`config.mk`:
```
export PLATFORM = sky130hd
export DESIGN_NAME = polygon_perimeter_area
export DESIGN_NICKNAME = d
export VERILOG_FILES = /design/src/hdl/ppa_pkg.sv /design/src/hdl/ppa_ctrl.sv /design/src/hdl/ppa_datapath.sv /design/src/hdl/polygon_perimeter_area.sv
export SDC_FILE = /design/constraint.sdc
export NUM_CORES = 2
export LEC_CHECK = 0
export BUFFER_PORTS_ARGS = -buffer_cell sky130_fd_sc_hd__buf_2
export CAP_MARGIN = 25
export CORE_UTILIZATION = 45
export DETAILED_ROUTE_END_ITERATION = 8
export PLACE_DENSITY = 0.64
export SETUP_SLACK_MARGIN = 0.2
export SKIP_LAST_GASP = 1
export SLEW_MARGIN = 30
export SYNTH_ARGS = -nofsm -noshare
export SYNTH_HDL_FRONTEND = slang
export SYNTH_HIERARCHICAL = 1
export SYNTH_SLANG_ARGS = --single-unit
```
`constraint.sdc`:
```
create_clock -name clk -period 13.67 [get_ports clk]
set_clock_uncertainty 0.15 [all_clocks]
set_input_delay 0.6835 -clock clk [delete_from_list [all_inputs] [get_ports clk]]
set_output_delay 0.6835 -clock clk [all_outputs]
set_load 0.005 [all_outputs]
```
`src/hdl/ppa_pkg.sv`:
```
// ----------------------------------------------------------------------------
// ppa_pkg
// Shared widths and the command / status bundles between the polygon
// perimeter-area controller and its datapath.
// ----------------------------------------------------------------------------
package ppa_pkg;

  // fixed result and accumulator widths
  localparam int PERIM_W    = 35;
  localparam int AREA_W     = 42;
  localparam int SHOE_W     = 44;
  localparam int VCNT_W     = 11;
  localparam int VCNT_LIMIT = 2047;

  // commands from the controller to the datapath
  typedef struct packed {
    logic load_in;     // capture the accepted vertex
    logic start_poly;  // vertex opens a new polygon
    logic close_sel;   // edge runs from current vertex back to the first one
    logic mul_dx;      // multiplier: dx * dx
    logic mul_dy;      // multiplier: dy * dy
    logic mul_area;    // multiplier: shoelace term, start the root
    logic root_step;   // one square root iteration
    logic edge_done;   // add length and shoelace term to the sums
    logic adv_vertex;  // current vertex becomes previous, count it
    logic emit;        // load result register, clear the sums
  } dp_cmd_t;

  // status from the datapath to the controller
  typedef struct packed {
    logic count_zero;  // no vertex of the current polygon seen yet
    logic root_last;   // the running root iteration is the final one
    logic out_busy;    // result register holds an untaken result
    logic last_flag;   // captured vertex carries the last flag
  } dp_stat_t;

endpackage

```
`src/hdl/ppa_ctrl.sv`:
```
// ----------------------------------------------------------------------------
// ppa_ctrl
// Sequencer: per edge three multiplier passes, the square root iterations
// and one accumulate step; a closing edge and the result hand-off at the end.
// ----------------------------------------------------------------------------
module ppa_ctrl (
  input  logic              clk,
  input  logic              rst_n,
  input  logic              in_valid,
  input  logic              in_last,
  output logic              in_ready,
  input  ppa_pkg::dp_stat_t stat,
  output ppa_pkg::dp_cmd_t  cmd
);

  typedef enum logic [6:0] {
    S_IDLE = 7'b0000001,
    S_MDX  = 7'b0000010,
    S_MDY  = 7'b0000100,
    S_MAR  = 7'b0001000,
    S_ROOT = 7'b0010000,
    S_ACC  = 7'b0100000,
    S_EMIT = 7'b1000000
  } state_t;

  state_t state_r, state_nxt;
  logic   close_r, close_nxt;

  assign in_ready = (state_r == S_IDLE);

  // next state and commands
  always_comb begin
    state_nxt     = state_r;
    close_nxt     = close_r;
    cmd           = '0;
    cmd.close_sel = close_r;
    unique case (state_r)
      S_IDLE: begin
        if (in_valid) begin
          cmd.load_in = 1'b1;
          if (stat.count_zero) begin
            cmd.start_poly = 1'b1;
            if (in_last) begin
              close_nxt = 1'b1;
              state_nxt = S_MDX;
            end
          end else begin
            state_nxt = S_MDX;
          end
        end
      end
      S_MDX: begin
        cmd.mul_dx = 1'b1;
        state_nxt  = S_MDY;
      end
      S_MDY: begin
        cmd.mul_dy = 1'b1;
        state_nxt  = S_MAR;
      end
      S_MAR: begin
        cmd.mul_area = 1'b1;
        state_nxt    = S_ROOT;
      end
      S_ROOT: begin
        cmd.root_step = 1'b1;
        if (stat.root_last) begin
          state_nxt = S_ACC;
        end
      end
      S_ACC: begin
        cmd.edge_done = 1'b1;
        if (!close_r) begin
          cmd.adv_vertex = 1'b1;
          if (stat.last_flag) begin
            close_nxt = 1'b1;
            state_nxt = S_MDX;
          end else begin
            state_nxt = S_IDLE;
          end
        end else begin
          state_nxt = S_EMIT;
        end
      end
      S_EMIT: begin
        if (!stat.out_busy) begin
          cmd.emit  = 1'b1;
          close_nxt = 1'b0;
          state_nxt = S_IDLE;
        end
      end
      default: begin
        state_nxt = S_IDLE;
        close_nxt = 1'b0;
      end
    endcase
  end

  // state registers
  always_ff @(posedge clk) begin
    if (!rst_n) begin
      state_r <= S_IDLE;
      close_r <= 1'b0;
    end else begin
      state_r <= state_nxt;
      close_r <= close_nxt;
    end
  end

endmodule

```
`src/hdl/ppa_datapath.sv`:
```
// ----------------------------------------------------------------------------
// ppa_datapath
// Vertex registers, one shared signed multiplier, a restoring square root
// (one result bit per cycle), saturating sums and the result register.
// ----------------------------------------------------------------------------
module ppa_datapath #(
  parameter int COORD_WIDTH = 16,
  parameter int FRAC_BITS   = 8,
  parameter int COUNT_CAP   = 1024
) (
  input  logic                                clk,
  input  logic                                rst_n,
  input  ppa_pkg::dp_cmd_t                    cmd,
  output ppa_pkg::dp_stat_t                   stat,
  input  logic signed [COORD_WIDTH-1:0]       in_x,
  input  logic signed [COORD_WIDTH-1:0]       in_y,
  input  logic                                in_last,
  output logic                                out_valid,
  input  logic                                out_ready,
  output logic [ppa_pkg::PERIM_W-1:0]         out_perimeter,
  output logic [ppa_pkg::AREA_W-1:0]          out_double_area,
  output logic [ppa_pkg::VCNT_W-1:0]          out_vertex_total
);

  localparam int CW    = COORD_WIDTH;
  localparam int OP_W  = CW + 1;
  localparam int PR_W  = 2 * OP_W;
  localparam int RT_W  = CW + 1 + FRAC_BITS;
  localparam int NI    = RT_W;
  localparam int IT_W  = (NI > 1) ? $clog2(NI) : 1;
  localparam int REM_W = RT_W + 2;
  localparam int PE_W  = ppa_pkg::PERIM_W;
  localparam int PS_W  = ((PE_W > RT_W) ? PE_W : RT_W) + 1;
  localparam int SH_W  = ppa_pkg::SHOE_W;
  localparam int SA_W  = ((SH_W > PR_W) ? SH_W : PR_W) + 1;
  localparam int AR_W  = ppa_pkg::AREA_W;
  localparam int VC_W  = ppa_pkg::VCNT_W;
  localparam logic [VC_W-1:0] CAP_C = VC_W'(COUNT_CAP);
  localparam logic [IT_W-1:0] IT_LAST = IT_W'(NI - 1);

  // vertex registers
  logic signed [CW-1:0] cur_x_r, cur_y_r, first_x_r, first_y_r, prev_x_r, prev_y_r;
  logic                 last_r;

  // arithmetic registers
  logic signed [PR_W-1:0] prod_r;
  logic [PR_W-1:0]        sqa_r;
  logic [PR_W-1:0]        rad_r;
  logic [RT_W-1:0]        root_r;
  logic [REM_W-1:0]       rem_r;
  logic [IT_W-1:0]        iter_r;
  logic [PE_W-1:0]        perim_r;
  logic signed [SH_W-1:0] shoe_r;
  logic [VC_W-1:0]        vcnt_r;

  // result register
  logic              out_valid_r;
  logic [PE_W-1:0]   res_perim_r;
  logic [AR_W-1:0]   res_area_r;
  logic [VC_W-1:0]   res_vcnt_r;

  // edge endpoints
  logic signed [CW-1:0]   xa, ya, xb, yb;
  logic signed [OP_W-1:0] dx, dy, sx;
  logic signed [OP_W-1:0] mul_a, mul_b;
  logic signed [PR_W-1:0] product;

  assign xa = cmd.close_sel ? cur_x_r   : prev_x_r;
  assign ya = cmd.close_sel ? cur_y_r   : prev_y_r;
  assign xb = cmd.close_sel ? first_x_r : cur_x_r;
  assign yb = cmd.close_sel ? first_y_r : cur_y_r;

  assign dx = {xb[CW-1], xb} - {xa[CW-1], xa};
  assign dy = {ya[CW-1], ya} - {yb[CW-1], yb};
  assign sx = {xa[CW-1], xa} + {xb[CW-1], xb};

  // shared multiplier operand select
  always_comb begin
    mul_a = dx;
    mul_b = dx;
    if (cmd.mul_dy) begin
      mul_a = dy;
      mul_b = dy;
    end else if (cmd.mul_area) begin
      mul_a = sx;
      mul_b = dy;
    end
  end

  assign product = mul_a * mul_b;

  // one square root iteration
  logic [1:0]       pair;
  logic [REM_W+1:0] rem_sh, trial;
  logic [REM_W-1:0] rem_step;
  logic [RT_W-1:0]  root_step;

  always_comb begin
    pair   = rad_r[PR_W-1 -: 2];
    rem_sh = {rem_r, pair};
    trial  = {2'b00, root_r, 2'b01};
    if (rem_sh >= trial) begin
      rem_step  = REM_W'(rem_sh - trial);
      root_step = {root_r[RT_W-2:0], 1'b1};
    end else begin
      rem_step  = REM_W'(rem_sh);
      root_step = {root_r[RT_W-2:0], 1'b0};
    end
  end

  // saturating perimeter sum
  logic [PS_W-1:0] perim_sum;
  logic [PE_W-1:0] perim_nxt;

  always_comb begin
    perim_sum = PS_W'(perim_r) + PS_W'(root_r);
    if (perim_sum[PS_W-1:PE_W] != '0) begin
      perim_nxt = {PE_W{1'b1}};
    end else begin
      perim_nxt = perim_sum[PE_W-1:0];
    end
  end

  // saturating shoelace sum
  localparam logic signed [SA_W-1:0] SHOE_HI = SA_W'($signed({1'b0, {(SH_W-1){1'b1}}}));
  localparam logic signed [SA_W-1:0] SHOE_LO = SA_W'($signed({1'b1, {(SH_W-1){1'b0}}}));
  logic signed [SA_W-1:0] shoe_sum;
  logic signed [SH_W-1:0] shoe_nxt;

  always_comb begin
    shoe_sum = {{(SA_W-SH_W){shoe_r[SH_W-1]}}, shoe_r}
             + {{(SA_W-PR_W){prod_r[PR_W-1]}}, prod_r};
    if (shoe_sum > SHOE_HI) begin
      shoe_nxt = SH_W'(SHOE_HI);
    end else if (shoe_sum < SHOE_LO) begin
      shoe_nxt = SH_W'(SHOE_LO);
    end else begin
      shoe_nxt = shoe_sum[SH_W-1:0];
    end
  end

  // absolute area, saturating
  logic [SH_W-1:0] area_abs;
  logic [AR_W-1:0] area_sat;

  always_comb begin
    area_abs = shoe_r[SH_W-1] ? (~shoe_r + 1'b1) : shoe_r;
    if (area_abs[SH_W-1:AR_W] != '0) begin
      area_sat = {AR_W{1'b1}};
    end else begin
      area_sat = area_abs[AR_W-1:0];
    end
  end

  // first and previous vertex registers, cleared by reset
  always_ff @(posedge clk) begin
    if (!rst_n) begin
      first_x_r <= '0;
      first_y_r <= '0;
      prev_x_r  <= '0;
      prev_y_r  <= '0;
    end else begin
      if (cmd.start_poly) begin
        first_x_r <= in_x;
        first_y_r <= in_y;
        prev_x_r  <= in_x;
        prev_y_r  <= in_y;
      end else if (cmd.adv_vertex) begin
        prev_x_r <= cur_x_r;
        prev_y_r <= cur_y_r;
      end
    end
  end

  // captured vertex
  always_ff @(posedge clk) begin
    if (cmd.load_in) begin
      cur_x_r <= in_x;
      cur_y_r <= in_y;
      last_r  <= in_last;
    end
  end

  // multiplier result and root operand
  always_ff @(posedge clk) begin
    if (cmd.mul_dx || cmd.mul_dy || cmd.mul_area) begin
      prod_r <= product;
    end
    if (cmd.mul_dy) begin
      sqa_r <= prod_r;
    end
    if (cmd.mul_area) begin
      rad_r  <= sqa_r + prod_r;
      rem_r  <= '0;
      root_r <= '0;
      iter_r <= '0;
    end else if (cmd.root_step) begin
      rad_r  <= {rad_r[PR_W-3:0], 2'b00};
      rem_r  <= rem_step;
      root_r <= root_step;
      iter_r <= iter_r + 1'b1;
    end
  end

  // sums and vertex count
  always_ff @(posedge clk) begin
    if (!rst_n) begin
      perim_r <= '0;
      shoe_r  <= '0;
      vcnt_r  <= '0;
    end else if (cmd.emit) begin
      perim_r <= '0;
      shoe_r  <= '0;
      vcnt_r  <= '0;
    end else begin
      if (cmd.edge_done) begin
        perim_r <= perim_nxt;
        shoe_r  <= shoe_nxt;
      end
      if (cmd.start_poly) begin
        vcnt_r <= VC_W'(1);
      end else if (cmd.adv_vertex && (vcnt_r < CAP_C)) begin
        vcnt_r <= vcnt_r + 1'b1;
      end
    end
  end

  // result register
  always_ff @(posedge clk) begin
    if (!rst_n) begin
      out_valid_r <= 1'b0;
    end else if (cmd.emit) begin
      out_valid_r <= 1'b1;
    end else if (out_ready) begin
      out_valid_r <= 1'b0;
    end
  end

  always_ff @(posedge clk) begin
    if (cmd.emit) begin
      res_perim_r <= perim_r;
      res_area_r  <= area_sat;
      res_vcnt_r  <= vcnt_r;
    end
  end

  assign out_valid        = out_valid_r;
  assign out_perimeter    = res_perim_r;
  assign out_double_area  = res_area_r;
  assign out_vertex_total = res_vcnt_r;

  // status
  assign stat.count_zero = (vcnt_r == '0);
  assign stat.root_last  = (iter_r == IT_LAST);
  assign stat.out_busy   = out_valid_r && !out_ready;
  assign stat.last_flag  = last_r;

endmodule

```
`src/hdl/polygon_perimeter_area.sv`:
```
// ----------------------------------------------------------------------------
// polygon_perimeter_area
// Perimeter and doubled shoelace area of a polygon streamed one vertex per
// transaction; a result transaction follows the flagged last vertex.
//
//   channel  direction  handshake             payload
//   in_      input      in_valid / in_ready   x_coord, y_coord, last_vertex
//   out_     output     out_valid / out_ready perimeter, double_area,
//                                             vertex_total
//
// Each edge takes three multiplier passes (dx^2, dy^2, shoelace term on one
// shared multiplier), COORD_WIDTH+1+FRAC_BITS square root iterations and
// one accumulate step. The first vertex of a polygon is only captured.
// The last vertex adds the closing edge and a step to load the result.
// Reset is synchronous; no clearing pass is needed. A new vertex is taken
// while a result waits; only the next result stalls on out_ready.
// ----------------------------------------------------------------------------
module polygon_perimeter_area #(
  parameter int COORD_WIDTH  = 16,
  parameter int FRAC_BITS    = 8,
  parameter int MAX_VERTICES = 1024
) (
  input  logic                                clk,
  input  logic                                rst_n,
  input  logic                                in_valid,
  output logic                                in_ready,
  input  logic signed [COORD_WIDTH-1:0]       in_x_coord,
  input  logic signed [COORD_WIDTH-1:0]       in_y_coord,
  input  logic                                in_last_vertex,
  output logic                                out_valid,
  input  logic                                out_ready,
  output logic [ppa_pkg::PERIM_W-1:0]         out_perimeter,
  output logic [ppa_pkg::AREA_W-1:0]          out_double_area,
  output logic [ppa_pkg::VCNT_W-1:0]          out_vertex_total
);

  localparam int COUNT_CAP = (MAX_VERTICES < ppa_pkg::VCNT_LIMIT) ?
                             MAX_VERTICES : ppa_pkg::VCNT_LIMIT;

  ppa_pkg::dp_cmd_t  cmd;
  ppa_pkg::dp_stat_t stat;

  // sequencer
  ppa_ctrl u_ctrl (
    .clk      (clk),
    .rst_n    (rst_n),
    .in_valid (in_valid),
    .in_last  (in_last_vertex),
    .in_ready (in_ready),
    .stat     (stat),
    .cmd      (cmd)
  );

  // arithmetic and storage
  ppa_datapath #(
    .COORD_WIDTH (COORD_WIDTH),
    .FRAC_BITS   (FRAC_BITS),
    .COUNT_CAP   (COUNT_CAP)
  ) u_dp (
    .clk              (clk),
    .rst_n            (rst_n),
    .cmd              (cmd),
    .stat             (stat),
    .in_x             (in_x_coord),
    .in_y             (in_y_coord),
    .in_last          (in_last_vertex),
    .out_valid        (out_valid),
    .out_ready        (out_ready),
    .out_perimeter    (out_perimeter),
    .out_double_area  (out_double_area),
    .out_vertex_total (out_vertex_total)
  );

endmodule

```
# After elaboration in Yosys (flattened, before gate mapping)
# Index checks and enable logic that the tools add are counted.
[totals]
elab_cells = 121
ff_bits = 443
[op_classes]
eq_ne = 14
n_reduce_logical = 16
n_addsub = 10
bitwise_logic = 3
n_mux = 50
mul = 1
n_lt_le_gt_ge = 4
[op_table]
columns = ["cell", "n"]
rows = [
  ["$mux W44", 3],
  ["$mux W16", 8],
  ["$mux W17", 4],
  ["$mux W34", 2],
  ["$pmux W7 S7", 1],
  ["$add A44 B34 Y45", 1],
  ["$gt A45 B44 Y1 const B", 1],
  ["$lt A45 B44 Y1 const B", 1],
  ["$add A44 B1 Y44 const B", 1],
  ["$not A44 Y44", 1],
  ["$mux W7", 6],
  ["$add A35 B25 Y36", 1],
  ["$mux W35", 1],
  ["$add A34 B34 Y34", 1],
  ["$mul A17 B17 Y34", 1],
  ["$sub A16 B16 Y17", 2],
  ["$ge A29 B27 Y1", 1],
  ["$mux W27", 1],
  ["$sub A27 B27 Y27", 1],
  ["$mux W1", 19],
  ["$add A16 B16 Y17", 1],
  ["$add A11 B1 Y11 const B", 1],
  ["$logic_not A11 Y1", 1],
  ["$lt A11 B11 Y1 const B", 1],
  ["other kinds (24)", 37],
]

# Longest topological paths before layout
[logic_depth]
depth_word = 5
ltp_mapped = 40
depth_no_buf = 36

# Hierarchy
# Netlist, hierarchy kept.
[modules_own_cells]
columns = ["mod", "cells_per_inst", "area_per_inst_um2", "instances"]
rows = [
  ["ppa_datapath", 3986, 37136.9, 1],
  ["ppa_ctrl", 65, 555.5, 1],
]

# Worst setup path after synthesis
# Ideal clock, no wire load.
[synth_timing]
path_type = "reg-to-reg"
from = "reg u_ctrl.close_r"
to = "reg u_dp.prod_r[32] (data pin)"
stages_incl_launch_ff = 39
setup_ns = 0.262
path_slack_ns = 3.689
t_arrival_ns = 9.569
path_buffers = 4
t_required_ns = 13.258
synth_period_minus_slack_ns = 9.981
path_cell_list = "dfxtp_1 > buf_4 > clkbuf_1 > buf_1 > mux2i_1 > ha_1 > inv_1 > fa_1 > a21o_1 > a21oi_1 > o21bai_1 > a211o_1 > and4_1 > o31ai_1 > o221ai_1 > a32o_1 > nor2_1 > clkbuf_1 > [3 not listed] > fa_1 > fa_1 > fa_1 > fa_1 > inv_1 > fa_1 > inv_1 > ha_1 > a21o_1 > a21o_1 > a21o_1 > a21oi_1 > o21ai_0 > a211o_1 > a31o_2 > a21oi_1 > a21oi_1 > xor2_1"
[synth_via]
elab_chain_cells = 5
word_cells_on_any_way = 12
cone_classes = "add/sub: 3; mul: 1; mux: 8"
[synth_lines]
columns = ["element", "line", "rtl"]
rows = [
  ["from (decl)", "ppa_ctrl.sv:27", "logic close_r, close_nxt;"],
  ["from (signal assigned)", "ppa_ctrl.sv:105", "close_r <= close_nxt;"],
  ["$mux W16 (on tied branches)", "--", ""],
  ["$sub A16 B16 Y17, or another cell as far along", "ppa_datapath.sv:73", "assign dx = {xb[CW-1], xb} - {xa[CW-1], xa};"],
  ["$mux W17", "ppa_datapath.sv:84", "end else if (cmd.mul_area) begin"],
  ["$mux W17", "ppa_datapath.sv:81", "if (cmd.mul_dy) begin"],
  ["$mul A17 B17 Y34 *", "ppa_datapath.sv:90", "assign product = mul_a * mul_b;"],
  ["via u_dp.product[32]", "ppa_datapath.sv:66", "logic signed [PR_W-1:0] product;"],
  ["to (signal assigned)", "ppa_datapath.sv:187", "prod_r <= product;"],
  ["to (decl)", "ppa_datapath.sv:46", "logic signed [PR_W-1:0] prod_r;"],
]
# The timed path passes the listed nets; every way through them passes the cells marked *.
# A chain may end at the register's enable or synchronous reset.

# Worst setup path in the final report
# Ends and elaborated chain as after synthesis.

==> results.sh <==
export IMPL_drc=0
export IMPL_placed_cell_area_um2=39400
export IMPL_synth_nets=4657
export IMPL_viasPerCell=5.472
export IMPL_grt_first_pass_wirelength_mm=149.0
export IMPL_htreeDepth=2
export IMPL_ff2ff_path_depth=34
export IMPL_max_stage_delay_ps=660
export IMPL_stdcell_area_um2=41120
export IMPL_initial_utilization=0.4569
export IMPL_busiest_layer="met2"
export IMPL_cp_data_arrival_time_ps=11050
export IMPL_cts_root_buf="clkbuf_16"
export IMPL_fmax_ghz=0.09200
export IMPL_syn_area_um2=37690
export IMPL_yosysTopAreaCell="edfxtp_1"
export IMPL_nets=4716
export IMPL_cts_sinks=443
export IMPL_crit_path_end="u_dp/prod_r[32]$_DFFE_PP_"
export IMPL_critPathSlowestCell="fa_1"
export IMPL_r2r_end="u_dp/prod_r[32]$_DFFE_PP_"
export IMPL_synth_edff_count=223
export IMPL_grt_use_met2=0.3650
export IMPL_grt_pass1_vias=28580
export IMPL_worst_slew_pin_slew_ps=991.1
export IMPL_path_common_cell="fa_1"
export IMPL_finalCriticalPeriod_ps=10870
export IMPL_io_buffers=126
export IMPL_io_pins=127
export IMPL_synth_top_area_share=0.1777
export IMPL_period_share=0.7951
export IMPL_post_cts_resized=0
export IMPL_globalRouteMet3Util=0.02703
export IMPL_cts_made_buffers=52
export IMPL_ys_seq_elements=443
export IMPL_antenna_found_initial=0
export IMPL_setup_tns_final_ps=0
export IMPL_max_slew_margin=0.3204
export IMPL_yosys_warnings=6
export IMPL_syn2layout_area_growth_pct=9.105
export IMPL_globalRouteMet1Util=0.2849
export IMPL_worstReg2RegStart="u_ctrl/close_r$_SDFFE_PN0P_"
export IMPL_gp_congestion=0.9006
export IMPL_rsz0062_at_grt="no"
export IMPL_startpoint_type="register"
export IMPL_endpoint_kind="register"
export IMPL_ys_seq_area_frac=0.2945
export IMPL_fillCellCount=7717
export IMPL_cts_setup_buffers=0
export IMPL_hold_path_class="primary input to register"
export IMPL_cts_hold_buf=0
export IMPL_rows=105
export IMPL_avgSynthCellArea_um2=9.304
export IMPL_drt_iter0_markers=1565
export IMPL_cts_tree="done"
export IMPL_async_reset_ff_frac=0
export IMPL_grt_max_degree=99
export IMPL_worst_setup_path_startpoint="u_ctrl/close_r$_SDFFE_PN0P_"
export IMPL_finalSetupViolCount=0
export IMPL_max_clock_path_buffers=3
export IMPL_wl_per_cell_um=17.35
export IMPL_grt_use_total=0.2153
export IMPL_path_class="register to register"
export IMPL_ys_types=82
export IMPL_worstPathMaxFanout=46
export IMPL_core_area_um2=82500
export IMPL_ant_nets=0
export IMPL_status="complete, no violations"
export IMPL_hold_viol=0
export IMPL_clk_latency_ps=630
export IMPL_overflow=0
export IMPL_dieArea_um2=84920
export IMPL_max_cap_violations=0
export IMPL_dr_pass1_iters=5
export IMPL_worstPathRequired_ps=13850
export IMPL_diodes=0
export IMPL_final_max_slew_viol_count=0
export IMPL_drive_gt1_frac=0.08883
export IMPL_postRouteWirelength_mm=90.62
export IMPL_ys_flop_type="edfxtp_1"
export IMPL_num_vias=28590
export IMPL_die_height_um=291.4
export IMPL_fp_dieW_um=291.4
export IMPL_synthTopCellsByArea="edfxtp_1, fa_1, dfxtp_1"
export IMPL_clk_pin_slew_ps=60
export IMPL_hpwl_mm=68.11
export IMPL_r2r_setup_slack_ps=2800
export IMPL_syn_inst=4051
-- state kept, by name, indices dropped and copies added, names as in the netlist, 25 cells and up --
register and flops:
u_dp/out_double_area 42, u_dp/out_perimeter 35, u_dp/perim_r 35, u_dp/prod_r 34, u_dp/rad_r 34, u_dp/rem_r 27
u_dp/root_r 25, u_dp/shoe_r 44, u_dp/sqa_r 34
-- cells by family (layout without fill, tap and decap cells) --
family | count (synthesis) | count (layout) | synth area share
buf+inv | 608 | 711 | 0.06158
xor+xnor | 248 | 248 | 0.05763
flops | 443 | 443 | 0.2945
fa+ha+maj | 569 | 569 | 0.2492
simple gates | 1112 | 1112 | 0.1394
mux | 170 | 170 | 0.04737
compound gates | 901 | 901 | 0.1503
-- worst max-delay path, delay by kind of cell (launching register included) --
family | cells | cell delay [ps]
adders and majority gates | 9 | 4200
AOI/OAI and AO/OA | 16 | 3360
and+or+nand+nor | 3 | 900
buffers and inverters | 4 | 820
DFF | 1 | 550
muxes | 1 | 430
xor gates and xnor gates | 1 | 150
-- cell usage in the layout, fill, tap and decap left out, types with 13 or more instances in the layout --
cell and instances:
o21ai_0 226, mux2i_1 100, fa_1 303, nor2b_1 41, dfxtp_1 219, a21oi_1 254, o211ai_1 19, ha_1 266
a211oi_1 35, clkbuf_1 15, nor3_1 54, a21boi_0 41, a21o_1 89, inv_1 449, o41ai_1 13, a31oi_1 23
buf_4 32, or3_1 18, nand2_1 407, xor2_1 112, and2_1 67, o31ai_1 24, nand2b_1 69, o21bai_1 30
clkbuf_16 52, nand4_1 27, o21a_1 40, xnor2_1 136, edfxtp_1 223, and3_1 23, nand3_1 36, buf_2 126
mux2_2 67, nor2_1 286, or2_2 16
-- through the flow --
stage | setup WS (ps) | instances | hold slack (ps) | utilization
detailed placement | 2899 | 5124 | 294.7 | 0.4776
floorplan | 3689 | 4051 | 276.3 | -
global placement | 3200 | 5122 | 293.4 | 0.4771
CTS | 2841 | 5222 | 58.36 | 0.4979
finish | 2800 | 5224 | 99.65 | 0.4985
global route | 2115 | 5224 | 67.28 | 0.4985
-- cells in the mapped netlist (112+ instances only) --
library cell and instances:
ha_1 266, nand2_1 407, o21ai_0 227, clkbuf_1 135, xor2_1 112, nor2_1 287
edfxtp_1 223, a21oi_1 257, xnor2_1 136, inv_1 450, dfxtp_1 220, fa_1 303
-- routing by layer --
| metal | part of all wire | vias to the layer above |
|---|---|---|
| li1 | - | 13940 |
| met1 | 0.45 | 13870 |
| met2 | 0.47 | 615 |
| met3 | 0.045 | 171 |
| met4 | 0.034 | 0 |
| met5 | 0 | - |
-- area by class of cell --
| class | count | area [µm²] | area share |
|---|---|---|---|
| Multi-Input combinational cell | 3000 | 24390 | 0.5930 |
| Inverter | 451 | 1693 | 0.04116 |
| Sequential cell | 443 | 11100 | 0.2700 |
| Timing Repair Buffer | 162 | 920.9 | 0.02239 |
| Tap cell | 1070 | 1339 | 0.03255 |
| Clock inverter | 25 | 241.5 | 0.005872 |
| Clock buffer | 73 | 1440 | 0.03502 |
-- worst min path at each step --
stage / from / endpoint / slack (ps) / depth (start not counted)
2_1_floorplan: u_dp/rem_r[25]$_SDFFE_PP0P_ / u_dp/rem_r[25]$_SDFFE_PP0P_ / 280 / 2
3_3_place_gp: u_dp/rem_r[25]$_SDFFE_PP0P_ / u_dp/rem_r[25]$_SDFFE_PP0P_ / 290 / 2
3_5_place_dp: u_dp/perim_r[0]$_SDFFE_PP0P_ / u_dp/out_perimeter[0]$_DFFE_PP_ / 290 / 0
4_1_cts: in_y_coord[13] / u_dp/cur_y_r[13]$_DFFE_PP_ / 60 / 1
5_1_grt: in_x_coord[1] / u_dp/cur_x_r[1]$_DFFE_PP_ / 70 / 1
6_report: in_y_coord[13] / u_dp/cur_y_r[13]$_DFFE_PP_ / 100 / 1
Power is left out: the tool's default activity adds up to more than one toggle a clock period on the data nets, which glitch-free logic cannot reach.
